--- src/dwt_pkg.sv ---
`timescale 1ns / 1ps
`default_nettype none

package dwt_pkg;

    localparam int DEF_MAX_WORD_LEN = 255;

    // result queue: must hold the two results one item can make
    localparam int RES_DEPTH = 4;
    localparam int RES_AW    = $clog2(RES_DEPTH);
    localparam int RES_CW    = $clog2(RES_DEPTH + 1);

    localparam logic [1:0] OP_BEGIN = 2'd0;
    localparam logic [1:0] OP_CHAR  = 2'd1;
    localparam logic [1:0] OP_END   = 2'd2;

    localparam logic [6:0] CH_SPACE = 7'h20;
    localparam logic [6:0] CH_TAB   = 7'h09;
    localparam logic [6:0] CH_LF    = 7'h0a;
    localparam logic [6:0] CH_CR    = 7'h0d;

    localparam logic KIND_CHAR = 1'b0;
    localparam logic KIND_DONE = 1'b1;

    typedef enum logic [1:0] {
        PH_IDLE    = 2'd0,
        PH_SKIP    = 2'd1,
        PH_COLLECT = 2'd2,
        PH_DONE    = 2'd3
    } phase_t;

    typedef struct packed {
        logic       kind;
        logic [6:0] ch;
        logic [7:0] pos;
        logic [7:0] len;
        logic       last;
    } result_t;

    typedef struct packed {
        logic    valid0;
        logic    valid1;
        result_t r0;
        result_t r1;
    } push_t;

endpackage

`default_nettype wire

--- src/delimited_word_tokenizer.sv ---
`timescale 1ns / 1ps
`default_nettype none

// Word tokenizer for a delimited character stream.
// Input stream (s_axis_*): tuser carries the opcode (begin word, character,
// end of input), tdata carries the delimiter byte and the character byte.
// A begin transfer sets the delimiter and starts a word; character transfers
// follow; the word ends on the delimiter, on end of input or at the length
// limit. A space delimiter also skips leading blanks and ends on tab/LF/CR.
// Output stream (m_axis_*): one transfer per stored character (tuser 0,
// char and position) and one completion transfer (tuser 1, length) that
// carries tlast.
// Throughput: one input transfer per cycle, sustained, as long as the
// receiver takes one result per cycle. An item that produces two results
// (the character hitting the length limit) is absorbed by the 4-entry
// result queue. Each input transfer passes the input register, then is
// decoded into the result queue, whose occupancy drives m_axis_tvalid.
// Reset clears the word state to idle and empties the queue.
// When the receiver stalls, the queue fills and s_axis_tready drops once it
// can no longer take the two results one item may produce.

module delimited_word_tokenizer
    import dwt_pkg::*;
#(
    parameter int MAX_WORD_LEN = DEF_MAX_WORD_LEN
)
(
    input  wire         clk,
    input  wire         rst_n,

    input  wire         s_axis_tvalid,
    output logic        s_axis_tready,
    input  wire  [15:0] s_axis_tdata,   // [7:0] delimiter, [15:8] char_in
    input  wire  [1:0]  s_axis_tuser,   // [1:0] opcode

    output logic        m_axis_tvalid,
    input  wire         m_axis_tready,
    output logic [23:0] m_axis_tdata,   // [6:0] out_char, [14:7] out_position,
                                        // [22:15] word_length, [23] zero
    output logic        m_axis_tuser,   // [0] out_kind
    output logic        m_axis_tlast    // last
);

    // input register stage
    logic       in_valid_reg;
    logic [1:0] op_reg;
    logic [7:0] delim_reg;
    logic [7:0] char_reg;

    logic    room;
    logic    go;
    push_t   push;
    result_t out_res;

    assign go            = in_valid_reg && room;
    assign s_axis_tready = !in_valid_reg || go;

    always_ff @(posedge clk or negedge rst_n)
    begin
        if (!rst_n)
            in_valid_reg <= 1'b0;
        else if (s_axis_tready)
            in_valid_reg <= s_axis_tvalid;
    end

    always_ff @(posedge clk)
    begin
        if (s_axis_tready && s_axis_tvalid)
        begin
            op_reg    <= s_axis_tuser;
            delim_reg <= s_axis_tdata[7:0];
            char_reg  <= s_axis_tdata[15:8];
        end
    end

    // word state and result decode
    dwt_core #(
        .MAX_WORD_LEN (MAX_WORD_LEN)
    ) u_core (
        .clk     (clk),
        .rst_n   (rst_n),
        .go      (go),
        .op      (op_reg),
        .delim   (delim_reg),
        .char_in (char_reg),
        .push    (push)
    );

    // result queue, also the output register
    dwt_res_fifo u_fifo (
        .clk       (clk),
        .rst_n     (rst_n),
        .push      (push),
        .room      (room),
        .out_valid (m_axis_tvalid),
        .out_ready (m_axis_tready),
        .out_res   (out_res)
    );

    assign m_axis_tdata = {1'b0, out_res.len, out_res.pos, out_res.ch};
    assign m_axis_tuser = out_res.kind;
    assign m_axis_tlast = out_res.last;

endmodule

`default_nettype wire

--- src/dwt_core.sv ---
`timescale 1ns / 1ps
`default_nettype none

module dwt_core
    import dwt_pkg::*;
#(
    parameter int MAX_WORD_LEN = DEF_MAX_WORD_LEN
)
(
    input  wire        clk,
    input  wire        rst_n,
    input  wire        go,
    input  wire  [1:0] op,
    input  wire  [7:0] delim,
    input  wire  [7:0] char_in,
    output push_t      push
);

    localparam logic [7:0] MAX_LEN = 8'(MAX_WORD_LEN);

    phase_t     phase_reg, phase_next;
    logic [6:0] delim_reg, delim_next;
    logic [7:0] count_reg, count_next;

    logic [6:0] c;
    logic [6:0] d;
    logic       ctl;
    logic       active;
    logic [7:0] count_inc;

    always_ff @(posedge clk or negedge rst_n)
    begin
        if (!rst_n)
        begin
            phase_reg <= PH_IDLE;
            delim_reg <= '0;
            count_reg <= '0;
        end
        else
        begin
            phase_reg <= phase_next;
            delim_reg <= delim_next;
            count_reg <= count_next;
        end
    end

    assign c         = char_in[6:0];
    assign d         = delim[6:0];
    assign ctl       = (c == CH_TAB) || (c == CH_LF) || (c == CH_CR);
    assign active    = (phase_reg == PH_SKIP) || (phase_reg == PH_COLLECT);
    assign count_inc = count_reg + 8'd1;

    always_comb
    begin
        phase_next  = phase_reg;
        delim_next  = delim_reg;
        count_next  = count_reg;
        push        = '0;

        if (go)
        begin
            unique case (op)
                OP_BEGIN:
                begin
                    delim_next = d;
                    count_next = '0;
                    phase_next = (d == CH_SPACE) ? PH_SKIP : PH_COLLECT;
                end
                OP_END:
                begin
                    if (active)
                    begin
                        push.valid0  = 1'b1;
                        push.r0.kind = KIND_DONE;
                        push.r0.len  = count_reg;
                        push.r0.last = 1'b1;
                        phase_next   = PH_DONE;
                    end
                end
                OP_CHAR:
                begin
                    if (phase_reg == PH_SKIP && (c == CH_SPACE || ctl))
                    begin
                        // leading blank, dropped
                    end
                    else if (phase_reg == PH_COLLECT &&
                             (c == delim_reg || (delim_reg == CH_SPACE && ctl)))
                    begin
                        push.valid0  = 1'b1;
                        push.r0.kind = KIND_DONE;
                        push.r0.len  = count_reg;
                        push.r0.last = 1'b1;
                        phase_next   = PH_DONE;
                    end
                    else if (active)
                    begin
                        count_next   = count_inc;
                        phase_next   = PH_COLLECT;
                        push.valid0  = 1'b1;
                        push.r0.kind = KIND_CHAR;
                        push.r0.ch   = c;
                        push.r0.pos  = count_inc;
                        if (count_inc >= MAX_LEN)
                        begin
                            // length limit: completion follows the char
                            push.valid1  = 1'b1;
                            push.r1.kind = KIND_DONE;
                            push.r1.len  = count_inc;
                            push.r1.last = 1'b1;
                            phase_next   = PH_DONE;
                        end
                    end
                end
                default:
                begin
                end
            endcase
        end
    end

endmodule

`default_nettype wire

--- src/dwt_res_fifo.sv ---
`timescale 1ns / 1ps
`default_nettype none

module dwt_res_fifo
    import dwt_pkg::*;
(
    input  wire     clk,
    input  wire     rst_n,
    input  push_t   push,
    output logic    room,
    output logic    out_valid,
    input  wire     out_ready,
    output result_t out_res
);

    result_t           mem [RES_DEPTH];
    logic [RES_AW-1:0] wr_ptr_reg, rd_ptr_reg;
    logic [RES_CW-1:0] count_reg;
    logic              pop;
    logic [RES_AW-1:0] wr_ptr_1;
    logic [RES_CW-1:0] n_push;

    assign out_valid = (count_reg != '0);
    assign pop       = out_valid && out_ready;
    assign out_res   = mem[rd_ptr_reg];
    assign room      = (count_reg <= RES_CW'(RES_DEPTH - 2));
    assign wr_ptr_1  = wr_ptr_reg + RES_AW'(1);
    assign n_push    = RES_CW'(push.valid0) + RES_CW'(push.valid1);

    always_ff @(posedge clk)
    begin
        if (push.valid0)
            mem[wr_ptr_reg] <= push.r0;
        if (push.valid1)
            mem[wr_ptr_1] <= push.r1;
    end

    always_ff @(posedge clk or negedge rst_n)
    begin
        if (!rst_n)
        begin
            wr_ptr_reg <= '0;
            rd_ptr_reg <= '0;
            count_reg  <= '0;
        end
        else
        begin
            wr_ptr_reg <= wr_ptr_reg + RES_AW'(n_push);
            if (pop)
                rd_ptr_reg <= rd_ptr_reg + RES_AW'(1);
            count_reg <= count_reg + n_push - RES_CW'(pop);
        end
    end

endmodule

`default_nettype wire

--- config.mk ---
export PLATFORM = sky130hd
export DESIGN_NAME = delimited_word_tokenizer
export DESIGN_NICKNAME = d
export VERILOG_FILES = /design/src/dwt_pkg.sv /design/src/delimited_word_tokenizer.sv /design/src/dwt_core.sv /design/src/dwt_res_fifo.sv
export SDC_FILE = /design/constraint.sdc
export NUM_CORES = 1
export LEC_CHECK = 0
export BUFFER_PORTS_ARGS = -buffer_cell sky130_fd_sc_hd__buf_2
export CAP_MARGIN = 20
export CORE_ASPECT_RATIO = 0.5
export CORE_MARGIN = 2
export CORE_UTILIZATION = 30
export CTS_BUF_LIST = sky130_fd_sc_hd__clkbuf_16
export DETAILED_ROUTE_END_ITERATION = 8
export GPL_ROUTABILITY_DRIVEN = 1
export PLACE_DENSITY = 0.44
export SLEW_MARGIN = 20
export SYNTH_ARGS = -nofsm -noshare
export SYNTH_HDL_FRONTEND = slang
export SYNTH_SLANG_ARGS = --single-unit
--- constraint.sdc ---
create_clock -name clk -period 9.55 [get_ports clk]
set_input_delay 0.4775 -clock clk [delete_from_list [all_inputs] [get_ports clk]]
set_output_delay 0.4775 -clock clk [all_outputs]
set_load 0.01 [all_outputs]
==> impl_results.md <==
- DRT Pass-1 Iters: 5
- Clock skew: 0.00925 ns
- Startpoint types: flip-flop
- Site row count: 37
- Global-route wire length before repair: 28.0 mm
- Most frequent cells in the layout: nor2_1, dfxtp_1, edfxtp_1
- PortBufs: 46
- Post-DR wirelength/cell: 20.5 um
- Die Span X: 210 um
- Met1 GRT Util: 0.250
- Clock Power Share: 0.341
- Largest net degree at the start of global routing: 34
- Routed via count: 4583
- Iteration-0 DRC Markers: 355
- Worst min path class: in2async
- Residual DRC count: 0
- Postcts setup bufs: 0
- Yosys reg bits: 137
- Detailed Route WL: 17.8 mm
- Sw power: 0.648 mW
- Routed Antenna Nets: 0
- Met3 usage: 0.0360
- Area growth syn-to-layout: 16.8%
- Overflow after GRT: 0
- RSZ-0062 raised after global routing: no
- Post-route insts no fill: 867
- Final-report hold violation count: 0
- TritonCTS Buffers: 17
- Initial antenna violation count: 0
- Worst Path Arrival: 3.85 ns
- Core footprint: 0.0207 mm^2
- Outcome: finished, final reports clean
- CTS Buffer Depth: 2
- IO Pins: 50
- Sequential area share after synthesis: 0.530
- Max FFs per register: 96
- Period minus WS final: 3.82 ns
- Placed Instance Area: 0.00688 mm^2
- Primary FF master, synth: dfxtp_1
- CP Capture Type: flip-flop
- Nets: 616
- Most common cell after layout, fill and taps aside: nor2_1
- Seq pwr share: 0.433
- Internal power: 1.28 mW
- Vias per inst: 5.29
- CTS Root Cell: clkbuf_16
- Tot GR Track Use: 0.168
- Fin area: 0.00747 mm^2
- Fillers: 2093
- Headroom to the max-slew limit: 0.284
- Final period util: 0.400
- Mapped Area: 0.00639 mm^2
- GR peak layer: met1
- Switching Share: 0.336
- CTS Hold Bufs: 0
- CTS clk-pin slew, worst paths: 0.06 ns
- Synth Instances: 552
- Fmax: 262 MHz
- Met2 usage: 0.244
- Share of layout cells above drive strength 1: 0.226
- Ys async rst share: 0.182
- Final GP Congestion: 0.747
- H-tree levels: 4
- Initial core utilization: 0.308
- CTS tree: done
- Die Y: 107 um
- Setup TNS: 0 ns
- Comb pwr share: 0.226
- Number of synthesized flops with an enable pin: 52
- Die area: 0.0226 mm^2
- Maximum VDD drop: 0.127 mV
- N_diodes: 0
- Unique masters post-synth: 60
- Mapped Nets: 587
- Clk_lat worst skew: 0.42 ns
- CP required: 9.58 ns
- Pins Over Slew Limit: 0
- Pwr dens: 258 mW/mm^2
- Worst Max-Slew Pin Slew: 1.07 ns
- Number of max-cap violations: 0
- Vias in the first global route: 4633
- Syn Area/Cell: 11.6 um^2
- YS warnings: 0
- Post-CTS sizing: 0
- Final setup violation count: 0
- Crit-path max FO: 28
- Clock sinks: 137
- Placed cells: 835
- Post-DP HPWL: 11.2 mm
- Setup CP Type: reg2reg
- Leak Pwr: 2.91 nW
==> power groups by stage <==
stage / logic (mW) / registers (mW) / clock network, mW
4_1_cts: 0.442 / 0.839 / 0.673
2_1_floorplan: 0.381 / 0.744 / 0
5_1_grt: 0.481 / 0.860 / 0.699
6_report: 0.435 / 0.836 / 0.658
3_3_place_gp: 0.435 / 0.851 / 0
3_5_place_dp: 0.440 / 0.851 / 0
==> routing by layer <==
metal  wire, um  vias to the layer above
met4        183                        0
met3        677                       13
met5          0                        -
met2       7900                      111
li1           -                     2147
met1       9020                     2312
==> synth_stat cells, drive strengths merged (2+ instances only) <==
library cell | count | area (um^2)
or2 | 4 | 25.0
o311ai | 2 | 17.5
o21ai | 19 | 95.1
edfxtp | 52 | 1560
dfxtp | 60 | 1200
nor2b | 2 | 12.5
nor4b | 3 | 32.5
and2 | 4 | 25.0
or3 | 12 | 75.1
a22oi | 26 | 195
or4 | 6 | 45.0
nor4 | 8 | 50.1
inv | 19 | 71.3
a21oi | 6 | 30.0
nand3 | 13 | 70.1
and3 | 3 | 18.8
xor2 | 10 | 87.6
clkbuf | 22 | 83.8
nor3 | 11 | 75.1
a32oi | 32 | 280
mux2 | 8 | 90.1
o21bai | 5 | 37.5
o31ai | 6 | 45.0
nor2 | 68 | 255
ha | 12 | 150
mux2i | 4 | 40.0
xnor2 | 9 | 78.8
buf | 20 | 116
dfrtp | 25 | 626
nand2b | 4 | 25.0
nand2 | 22 | 82.6
mux4 | 24 | 541
a21boi | 8 | 63.8
nand4 | 7 | 43.8
==> area by class of cell <==
class	instances	area (um^2)	area share
Sequential cell	137	3390	0.454
Tap cell	273	342	0.0457
Timing Repair Buffer	52	275	0.0369
Multi-Input combinational cell	354	2800	0.375
Clock inverter	13	113	0.0151
Inverter	19	71.3	0.00955
Clock buffer	19	475	0.0637
==> metrics by stage <==
step / setup slack (ns) / total power [mW] / utilization / hold slack, ns
2_1_floorplan: 6.42 / 1.13 / - / 0.182
3_3_place_gp: 5.77 / 1.29 / 0.332 / 0.445
3_5_place_dp: 5.76 / 1.29 / 0.332 / 0.447
4_1_cts: 5.69 / 1.95 / 0.360 / 0.0890
5_1_grt: 5.40 / 2.04 / 0.360 / 0.112
6_report: 5.73 / 1.93 / 0.360 / 0.0753
==> path summary, 6_finish.rpt <==
path / from / end / slack (ns) / depth (start not counted)
setup / recovery: char_reg[0] / u_fifo.mem[2][6] / 5.73 / 6
setup reg to reg: char_reg[0] / u_fifo.mem[2][6] / 5.73 / 6
hold reg to reg: u_fifo.mem[2][13] / u_fifo.mem[2][13] / 0.45 / 2
hold / removal: rst_n / u_fifo.count_reg[1] / 0.08 / 1
max in group asynchronous: rst_n / u_fifo.rd_ptr_reg[0] / 9.01 / 1
min in group clk: s_axis_tdata[8] / char_reg[0] / 0.23 / 1
==> critical path, cell delays in order, from the launching register on <==
cell,delay (ns)
edfxtp_1,0.58
xor2_1,0.21
nor4_1,0.41
and3_1,0.60
or4_1,0.78
or3_1,0.46
nand2_1,0.38
==> kinds of logic after synthesis <==
| kind of cell | count (synthesis) | synth area share |
|---|---|---|
| AOI/OAI and AO/OA | 114 | 0.133 |
| DFF | 137 | 0.530 |
| adders and majority gates | 13 | 0.0266 |
| and+or+nand+nor | 171 | 0.136 |
| other | 1 | 0.000586 |
| muxes | 36 | 0.105 |
| buffers and inverters | 61 | 0.0425 |
| xor gates and xnor gates | 19 | 0.0260 |
Power figures use the tool's default switching activity.
